File: src/hw/rtl/gak_pkg.sv
// Shared types, constants and helper functions of the tilt-angle Kalman filter.
// Used by gak_asin_rom, gak_arith and gyro_accel_kalman_angle; depends on nothing.
package gak_pkg;

    localparam int ASIN_TABLE_DEPTH_DEF = 1024;
    localparam int ASIN_W               = 23;   // 90 degrees in Q16.16 fits 23 bits
    localparam int ALU_AW               = 51;   // operand width of the shared unit
    localparam int PROD_W               = 85;   // full signed product width
    localparam int KMAX                 = 32'h7fff_ffff;

    typedef enum logic [2:0] {
        CFG_GYRO_ZERO  = 3'd0,
        CFG_GYRO_GAIN  = 3'd1,
        CFG_ACCEL_ZERO = 3'd2,
        CFG_ACCEL_GAIN = 3'd3,
        CFG_PERIOD     = 3'd4,
        CFG_ANGLE_NOISE = 3'd5,
        CFG_BIAS_NOISE = 3'd6,
        CFG_MEAS_NOISE = 3'd7
    } t_cfg_idx;

    typedef enum logic {
        ALU_MUL = 1'b0,
        ALU_DIV = 1'b1
    } t_alu_op;

    typedef struct packed {
        logic                     start;
        t_alu_op                  op;
        logic [ALU_AW-1:0]        a;
        logic [ALU_AW-1:0]        b;
    } t_alu_req;

    typedef struct packed {
        logic                     busy;
        logic                     done;
        logic [PROD_W-1:0]        res;
    } t_alu_rsp;

    function automatic logic signed [31:0] sat32(input logic signed [63:0] x);
        if (x > 64'sd2147483647) begin
            return 32'sh7fff_ffff;
        end else if (x < -64'sd2147483648) begin
            return 32'sh8000_0000;
        end
        return x[31:0];
    endfunction

    function automatic logic signed [47:0] sat48(input logic signed [63:0] x);
        if (x > 64'sd140737488355327) begin
            return 48'sh7fff_ffff_ffff;
        end else if (x < -64'sd140737488355328) begin
            return 48'sh8000_0000_0000;
        end
        return x[47:0];
    endfunction

    // Fixed-point Taylor sine of a Q16.16 degree angle in [0, 90], result in Q30.
    // Only evaluated at elaboration, when the arcsine table is filled.
    function automatic logic [63:0] sin_q30(input logic [63:0] deg);
        logic [63:0] r;
        logic [63:0] r2;
        logic [63:0] t;
        r  = (deg * 64'd18740330) >> 16;
        r2 = (r * r) >> 30;
        t  = 64'd1 << 30;
        t  = (64'd1 << 30) - (((r2 * t) >> 30) / 64'd110);
        t  = (64'd1 << 30) - (((r2 * t) >> 30) / 64'd72);
        t  = (64'd1 << 30) - (((r2 * t) >> 30) / 64'd42);
        t  = (64'd1 << 30) - (((r2 * t) >> 30) / 64'd20);
        t  = (64'd1 << 30) - (((r2 * t) >> 30) / 64'd6);
        return (r * t) >> 30;
    endfunction

endpackage

File: src/hw/rtl/gak_arith.sv
// Shared arithmetic unit: signed multiply four bits a cycle, and a restoring
// divide giving a saturated signed Q8.24 quotient. Depends on gak_pkg.
module gak_arith
    import gak_pkg::*;
(
    input  logic     i_clk,
    input  logic     i_rst_n,
    input  t_alu_req i_req,
    output t_alu_rsp o_rsp
);

    localparam int MB_W  = 36;
    localparam int DIV_W = 80;

    typedef enum logic [3:0] {
        U_IDLE = 4'b0001,
        U_MUL  = 4'b0010,
        U_DIV  = 4'b0100,
        U_SIGN = 4'b1000
    } t_ustate;

    t_ustate             r_state, n_state;
    t_alu_op             r_op;
    logic [ALU_AW-1:0]   r_ma;
    logic [MB_W-1:0]     r_mb;
    logic [PROD_W-1:0]   r_acc;
    logic                r_neg;
    logic [5:0]          r_cnt;
    logic [DIV_W-1:0]    r_rem;
    logic [DIV_W-1:0]    r_dsh;
    logic [30:0]         r_q;
    logic                r_sat;
    logic                r_done;
    logic [PROD_W-1:0]   r_res;

    logic [ALU_AW-1:0]   a_mag;
    logic [33:0]         b34;
    logic [33:0]         b_mag;
    logic                ge;
    logic [PROD_W-1:0]   mag;

    assign a_mag = i_req.a[ALU_AW-1] ? (~i_req.a + 1'b1) : i_req.a;
    assign b34   = i_req.b[33:0];
    assign b_mag = b34[33] ? (~b34 + 1'b1) : b34;
    assign ge    = (r_rem >= r_dsh);
    assign mag   = (r_op == ALU_DIV) ? PROD_W'(r_sat ? 32'(KMAX) : {1'b0, r_q}) : r_acc;

    always_comb begin
        n_state = r_state;
        unique case (r_state)
            U_IDLE: if (i_req.start) n_state = (i_req.op == ALU_DIV) ? U_DIV : U_MUL;
            U_MUL:  if (r_cnt == 6'd1) n_state = U_SIGN;
            U_DIV:  if (r_cnt == 6'd1) n_state = U_SIGN;
            U_SIGN: n_state = U_IDLE;
            default: n_state = U_IDLE;
        endcase
    end

    always_ff @(posedge i_clk) begin
        if (!i_rst_n) begin
            r_state <= U_IDLE;
            r_done  <= 1'b0;
        end else begin
            r_state <= n_state;
            r_done  <= (r_state == U_SIGN);
        end
    end

    always_ff @(posedge i_clk) begin
        unique case (r_state)
            U_IDLE: begin
                if (i_req.start) begin
                    r_op  <= i_req.op;
                    r_ma  <= a_mag;
                    r_mb  <= MB_W'(b_mag);
                    r_acc <= '0;
                    r_q   <= '0;
                    r_sat <= 1'b0;
                    r_rem <= DIV_W'(a_mag) << 24;
                    r_dsh <= DIV_W'(i_req.b) << 31;
                    if (i_req.op == ALU_DIV) begin
                        r_neg <= i_req.a[ALU_AW-1];
                        r_cnt <= 6'd32;
                    end else begin
                        r_neg <= i_req.a[ALU_AW-1] ^ b34[33];
                        r_cnt <= 6'd9;
                    end
                end
            end
            U_MUL: begin
                r_acc <= (r_acc << 4) + PROD_W'(r_ma) * PROD_W'(r_mb[MB_W-1 -: 4]);
                r_mb  <= r_mb << 4;
                r_cnt <= r_cnt - 6'd1;
            end
            U_DIV: begin
                // The first step only tests for a quotient of 128 or more.
                if (r_cnt == 6'd32) begin
                    r_sat <= ge;
                end
                if (ge) begin
                    r_rem <= r_rem - r_dsh;
                end
                r_q   <= {r_q[29:0], ge};
                r_dsh <= r_dsh >> 1;
                r_cnt <= r_cnt - 6'd1;
            end
            U_SIGN: begin
                r_res <= r_neg ? (~mag + 1'b1) : mag;
            end
            default: ;
        endcase
    end

    assign o_rsp.busy = (r_state != U_IDLE);
    assign o_rsp.done = r_done;
    assign o_rsp.res  = r_res;

    a_done_pulse: assert property (@(posedge i_clk) disable iff (!i_rst_n)
        r_done |=> !r_done)
        else $error("result strobe lasted more than one cycle");

    a_start_busy: assert property (@(posedge i_clk) disable iff (!i_rst_n)
        (i_req.start && r_state == U_IDLE) |=> o_rsp.busy)
        else $error("unit did not leave idle after a start");

    a_div_len: assert property (@(posedge i_clk) disable iff (!i_rst_n)
        (r_state == U_DIV && r_cnt == 6'd1) |=> r_state == U_SIGN)
        else $error("divide did not finish after its last step");

endmodule

File: config.mk
export PLATFORM = sky130hd
export DESIGN_NAME = gak_arith
export DESIGN_NICKNAME = d
export VERILOG_FILES = /design/src/hw/rtl/gak_pkg.sv /design/src/hw/rtl/gak_arith.sv
export SDC_FILE = /design/constraint.sdc
export NUM_CORES = 1
export LEC_CHECK = 0
export ABC_AREA = 1
export CAP_MARGIN = 20
export CORE_MARGIN = 3
export CORE_UTILIZATION = 28
export CTS_CLUSTER_DIAMETER = 40
export DETAILED_ROUTE_END_ITERATION = 8
export DONT_BUFFER_PORTS = 1
export SLEW_MARGIN = 20
export SYNTH_ARGS = -nofsm -noshare
export SYNTH_HDL_FRONTEND = slang
export SYNTH_SLANG_ARGS = --single-unit
File: constraint.sdc
create_clock -name i_clk -period 10.15 [get_ports i_clk]
set_input_delay 1.5225 -clock i_clk [delete_from_list [all_inputs] [get_ports i_clk]]
set_output_delay 1.5225 -clock i_clk [all_outputs]
set_load 0.02 [all_outputs]
Word level (Yosys, flattened, before mapping)
Index checks and enable logic that the tools add are counted.
{ "word_totals": {"register_bits": 462, "inputBits": 106, "output_inout_bits": 87, "elab_cells": 74} }
{ "op_classes": {"add_sub_neg": 6, "multipliers": 1, "magnitude_cmp": 1, "eq_ne": 11, "muxes": 27, "bitwise_logic": 4, "n_reduce_logical": 11} }
{ "ops": {"columns": ["cell", "count"], "rows": [
  ["case mux 80 bit (2 select lines)", 2],
  ["two-way mux 85 bit", 3],
  ["two-way mux 80 bit", 3],
  ["case mux 85 bit (2 select lines)", 1],
  ["adder 85 x 1 -> 85 bit, second input constant", 1],
  ["adder 85 x 55 -> 85 bit", 1],
  ["NOT 85 bit", 1],
  ["greater-or-equal comparator 80 bit", 1],
  ["subtractor 80 bit", 1],
  ["case mux 36 bit (2 select lines)", 1],
  ["two-way mux 31 bit", 2],
  ["case mux 31 bit (2 select lines)", 1],
  ["multiplier 51 x 4 -> 55 bit", 1],
  ["adder 51 x 1 -> 51 bit, second input constant", 1],
  ["two-way mux 51 bit", 1],
  ["NOT 51 bit", 1],
  ["two-way mux 36 bit", 1],
  ["adder 34 x 1 -> 34 bit, second input constant", 1],
  ["two-way mux 34 bit", 1],
  ["NOT 34 bit", 1],
  ["two-way mux 6 bit", 2],
  ["case mux 6 bit (2 select lines)", 1],
  ["AND reduction 2 bit", 5],
  ["two-way mux 4 bit", 2],
  ["18 further kinds", 25]
]} }

Longest topological paths before layout
{ "depth": {"ltp_word": 5, "depth_mapped": 26, "ltp_nobuf": 24} }

Least setup slack after synthesis
OpenSTA, ideal clock, no wires.
{ "synth_path": {"path_kind": "input to register", "startpoint": "input port i_req[103] in the netlist's numbering", "endpoint": "register r_acc[0], enable pin", "setup_ns": 0.485, "t_arrival_ns": 6.905, "required_ns": 9.665, "path_slack_ns": 2.761, "path_stages": 4, "n_path_buf": 0, "path_cell_list": "inv_1 -> nor2_1 -> inv_1 -> nand2_1"} }
{ "synth_between": {"elab_chain_cells": 2} }
{ "synth_rtl": {"columns": ["element", "line_no", "source"], "rows": [
  ["start, declared", "gak_arith.sv:8", "input t_alu_req i_req,"],
  ["!= test 2 bit (no line)", null, null],
  ["AND reduction 2 bit (no line)", null, null],
  ["end signal, assigned", "gak_arith.sv:91", "r_acc <= (r_acc << 4) + PROD_W'(r_ma) * PROD_W'(r_mb[MB_W-1 -: 4]);"],
  ["end, declared", "gak_arith.sv:26", "logic [PROD_W-1:0] r_acc;"]
]} }
No other way between the ends.
A chain may end at the register's enable or synchronous reset.

Worst setup path in the final report
{ "layout_path": {"startpoint": "register r_mb[34]", "endpoint": "register r_acc[83] (data pin)"} }
{ "layout_between": {"elab_chain_cells": 3} }
{ "layout_rtl": {"columns": ["element", "line_no", "source"], "rows": [
  ["start, declared", "gak_arith.sv:25", "logic [MB_W-1:0] r_mb;"],
  ["start signal, assigned", "gak_arith.sv:75", "r_mb <= MB_W'(b_mag);"],
  ["start signal, assigned", "gak_arith.sv:92", "r_mb <= r_mb << 4;"],
  ["multiplier 51 x 4 -> 55 bit", "gak_arith.sv:91", null],
  ["adder 85 x 55 -> 85 bit", "gak_arith.sv:91", null],
  ["case mux 85 bit (2 select lines)", "gak_arith.sv:70", "unique case (r_state)"]
]} }
No other way between the ends.

==> results.tsv <==
metric	value	unit
status	completed	
tightest_slew	899	ps
ys.warnings.count	0	
p_leak	22.4	nW
critPathTopFamily	adder cells	
synth.top_cell.area_share	33.5	%
die_h	388	µm
placed_area	0.0430	mm²
postCtsResizedCells	0	
fin_skew	26.5	ps
portBuffers	0	
drtIter0Drc	3553	
syn_inst	5932	
ys_seq_elements	462	
grt_pass1_vias	35600	
netSwitchingFraction	44.3	%
power_frac_seq	26.7	%
fin_crit	4880	ps
insertion_delay	690	ps
synth_cell_types	50	
place_ws	5330	ps
arrival	5310	ps
initial_core_util	28.3	%
final.setup.tns	0	ps
finalSetupViolCount	0	
syn_avg_cell_area	6.90	µm²
holdCritPathClass	reg2reg	
viasPerCell	4.74	
grt_start_max_net_pins	94	
drc	0	
slowest_delay	560	ps
holdBufCountCts	0	
root_buffer	clkbuf_16	
cp-start-kind	register	
hold_violations	0	
die_w	388	µm
drive_above_1_share	4.47	%
cp_num_buf_inv	4	
cts_setup_buffers	0	
num_vias	37400	
ys_top_cells_by_area	edfxtp_1 (34%), nand2_1 (17%), inv_1 (11%)	
power_frac_clock	28.9	%
grt_use_met2	27.6	%
h-tree-depth	3	
totalWireLength	139000	µm
synth-edff-count	457	
gp_congestion	1.02	
clk_pin_slew_worst_paths	60	ps
overflow	0	
nets	6331	
clock_sinks	462	
post-route-period-util	48.0	%
worst_hold_slack	481	ps
crit_type	reg2reg	
crit_chain	buf_4 -> nand2_1 -> inv_1 -> fa_1 -> fa_1 -> inv_1 -> fa_1 -> fa_1 -> inv_1 -> nand3_1 -> nand3_1 -> nand2_1 -> nand3_1 -> nand2_1 -> nand2_1 -> nand2_1 -> nand2_1 -> nand2_1 -> nand2_1 -> nand3_1 -> nand2_1 -> nor2_1	
cp_max_fo	51	
synth_top_flop_cell	edfxtp_1	
ys_seq_area_share	33.8	%
path_common_cell	nand2_1	
syn_to_final_growth	11.9	%
intPower	5.25	mW
synth_nets	6335	
drtPass1Iterations	6	
finish.utilization	31.7	%
clock_path_buffers	3	
netlist_area	0.0409	mm²
ios	193	
grtUsageMet1	23.9	%
post-synth-top-area-cell	edfxtp_1	
endpoint_kind	register	
grt_pass1_wl	209000	µm
dp_hpwl	113000	µm
fmax	205	MHz
slew_viol_final	0	
cts-buffers-inserted	81	
top_usage_layer	met2	
ant_nets	0	
cpMaxStageDelayCell	fa_1	
grtUsageTotal	18.0	%
design_area	0.0458	mm²
use_met3	4.97	%
async_reset_ff_share	0	%
fin_ws	5270	ps
cap_violations	0	
rsz0062_at_grt	no	
rows	139	
fp.dieArea	0.151	mm²
core-area	0.144	mm²
cts_tree	yes	
ir_drop	0.138	mV
comb_power_share	44.4	%
grt_antenna_before_repair	5	
slew_headroom	40.1	%
wl_per_cell	17.5	µm
powerDensity	206	mW/mm²
required	10580	ps
switching_power	4.18	mW
cells in the mapped netlist (3+ instances only):
cell type and n:
nor2_4 3, inv_1 1193, o211ai_1 3, edfxtp_1 457
buf_1 14, nor2_1 678, xor2_1 82, o21bai_1 19
nand2_2 8, a31oi_1 7, buf_6 6, o31ai_1 11
nand4_1 77, xnor2_1 38, o21ai_1 11, o21ai_0 253
dfxtp_1 5, nor2_2 16, a21oi_1 270, inv_2 8
o21a_1 15, nand3b_1 16, and3_1 4, buf_4 3
o22ai_2 30, fa_1 149, clkbuf_1 81, o21ai_2 3
a21boi_0 5, nor4_1 20, and2_1 8, ha_1 148
nand2_1 1895, buf_2 5, nand3_1 274, nand2b_1 4
nor3_1 75, or2_2 21
stage by stage:
stage | cells | power [mW]
2_1_floorplan | 5932 | 5.45
4_1_cts | 7899 | 9.43
5_1_grt | 7899 | 10.1
6_report | 7901 | 9.43
3_3_place_gp | 7748 | 6.63
3_5_place_dp | 7748 | 6.66
registers in the layout, summed over array words and instances, names as in the netlist:
register and count:
r_done 1, r_state 4, r_cnt 6, r_sat 1, r_rem 80, r_q 31, r_res 85, r_dsh 80
r_acc 85, r_ma 51, r_op 1, r_neg 1, r_mb 36
final timing paths:
kind	startpoint	slack, ps	cells past startpoint	end
max	r_mb[34]	5270	22	r_acc[83]
min	r_state[1]	480	2	r_state[1]
max reg2reg	r_mb[34]	5270	22	r_acc[83]
min reg2reg	r_state[1]	480	2	r_state[1]
metal layers:
metal | share of wire [%] | wire, µm
met5 | 0.017 | 23
met3 | 9.1 | 12600
met2 | 42 | 58900
met1 | 44 | 61100
met4 | 4.3 | 5990
kinds of logic after synthesis:
family | share of synthesized area [%]
AOI/OAI and AO/OA | 8.72
xor gates and xnor gates | 2.57
adders and majority gates | 11.8
buffers and inverters | 12.2
DFF | 33.8
and+or+nand+nor | 30.9
cell type report:
class,count,area [µm²]
fillers,15700,98600
diodes,2,5.00
clock inverters,65,671
flip-flops and latches,462,13800
inverters,1204,4520
repair buffers,22,169
clock buffers,86,2070
multi-input cells,4157,22100
well taps,1903,2380
worst register-to-register path, stage by stage, from the launching register on:
cell	delay, ps
edfxtp_1	320
buf_4	450
nand2_1	150
inv_1	100
fa_1	450
fa_1	560
inv_1	60
fa_1	510
fa_1	470
inv_1	70
nand3_1	100
nand3_1	190
nand2_1	70
nand3_1	150
nand2_1	70
nand2_1	140
nand2_1	70
nand2_1	220
nand2_1	100
nand2_1	190
nand3_1	100
nand2_1	70
nor2_1	50
power groups by stage:
stage / clock network, mW / registers, mW / logic (mW)
6_report: 2.73 / 2.52 / 4.18
3_5_place_dp: 0 / 2.55 / 4.11
4_1_cts: 2.79 / 2.51 / 4.13
3_3_place_gp: 0 / 2.55 / 4.09
5_1_grt: 2.87 / 2.54 / 4.73
2_1_floorplan: 0 / 2.50 / 2.95
placed cells by master, fill, tap and decap left out, types with 11 or more instances in the layout:
cell type / synthesis / final
o21ai_1: 11 / 11
xnor2_1: 38 / 38
o21bai_1: 19 / 19
clkbuf_16: 0 / 82
edfxtp_1: 457 / 457
clkinv_4: 0 / 13
o22ai_2: 30 / 30
or2_2: 21 / 21
ha_1: 148 / 148
fa_1: 149 / 149
clkinvlp_4: 0 / 11
o21ai_0: 253 / 253
nand2_1: 1895 / 1892
buf_4: 3 / 21
inv_1: 1193 / 1193
nor4_1: 20 / 20
nand3_1: 274 / 273
nor3_1: 75 / 74
o31ai_1: 11 / 11
nand4_1: 77 / 77
nor2_1: 678 / 677
o21a_1: 15 / 15
nor2_2: 16 / 16
xor2_1: 82 / 82
a21oi_1: 270 / 270
nand3b_1: 16 / 16
(Power assumes the default switching activity.)
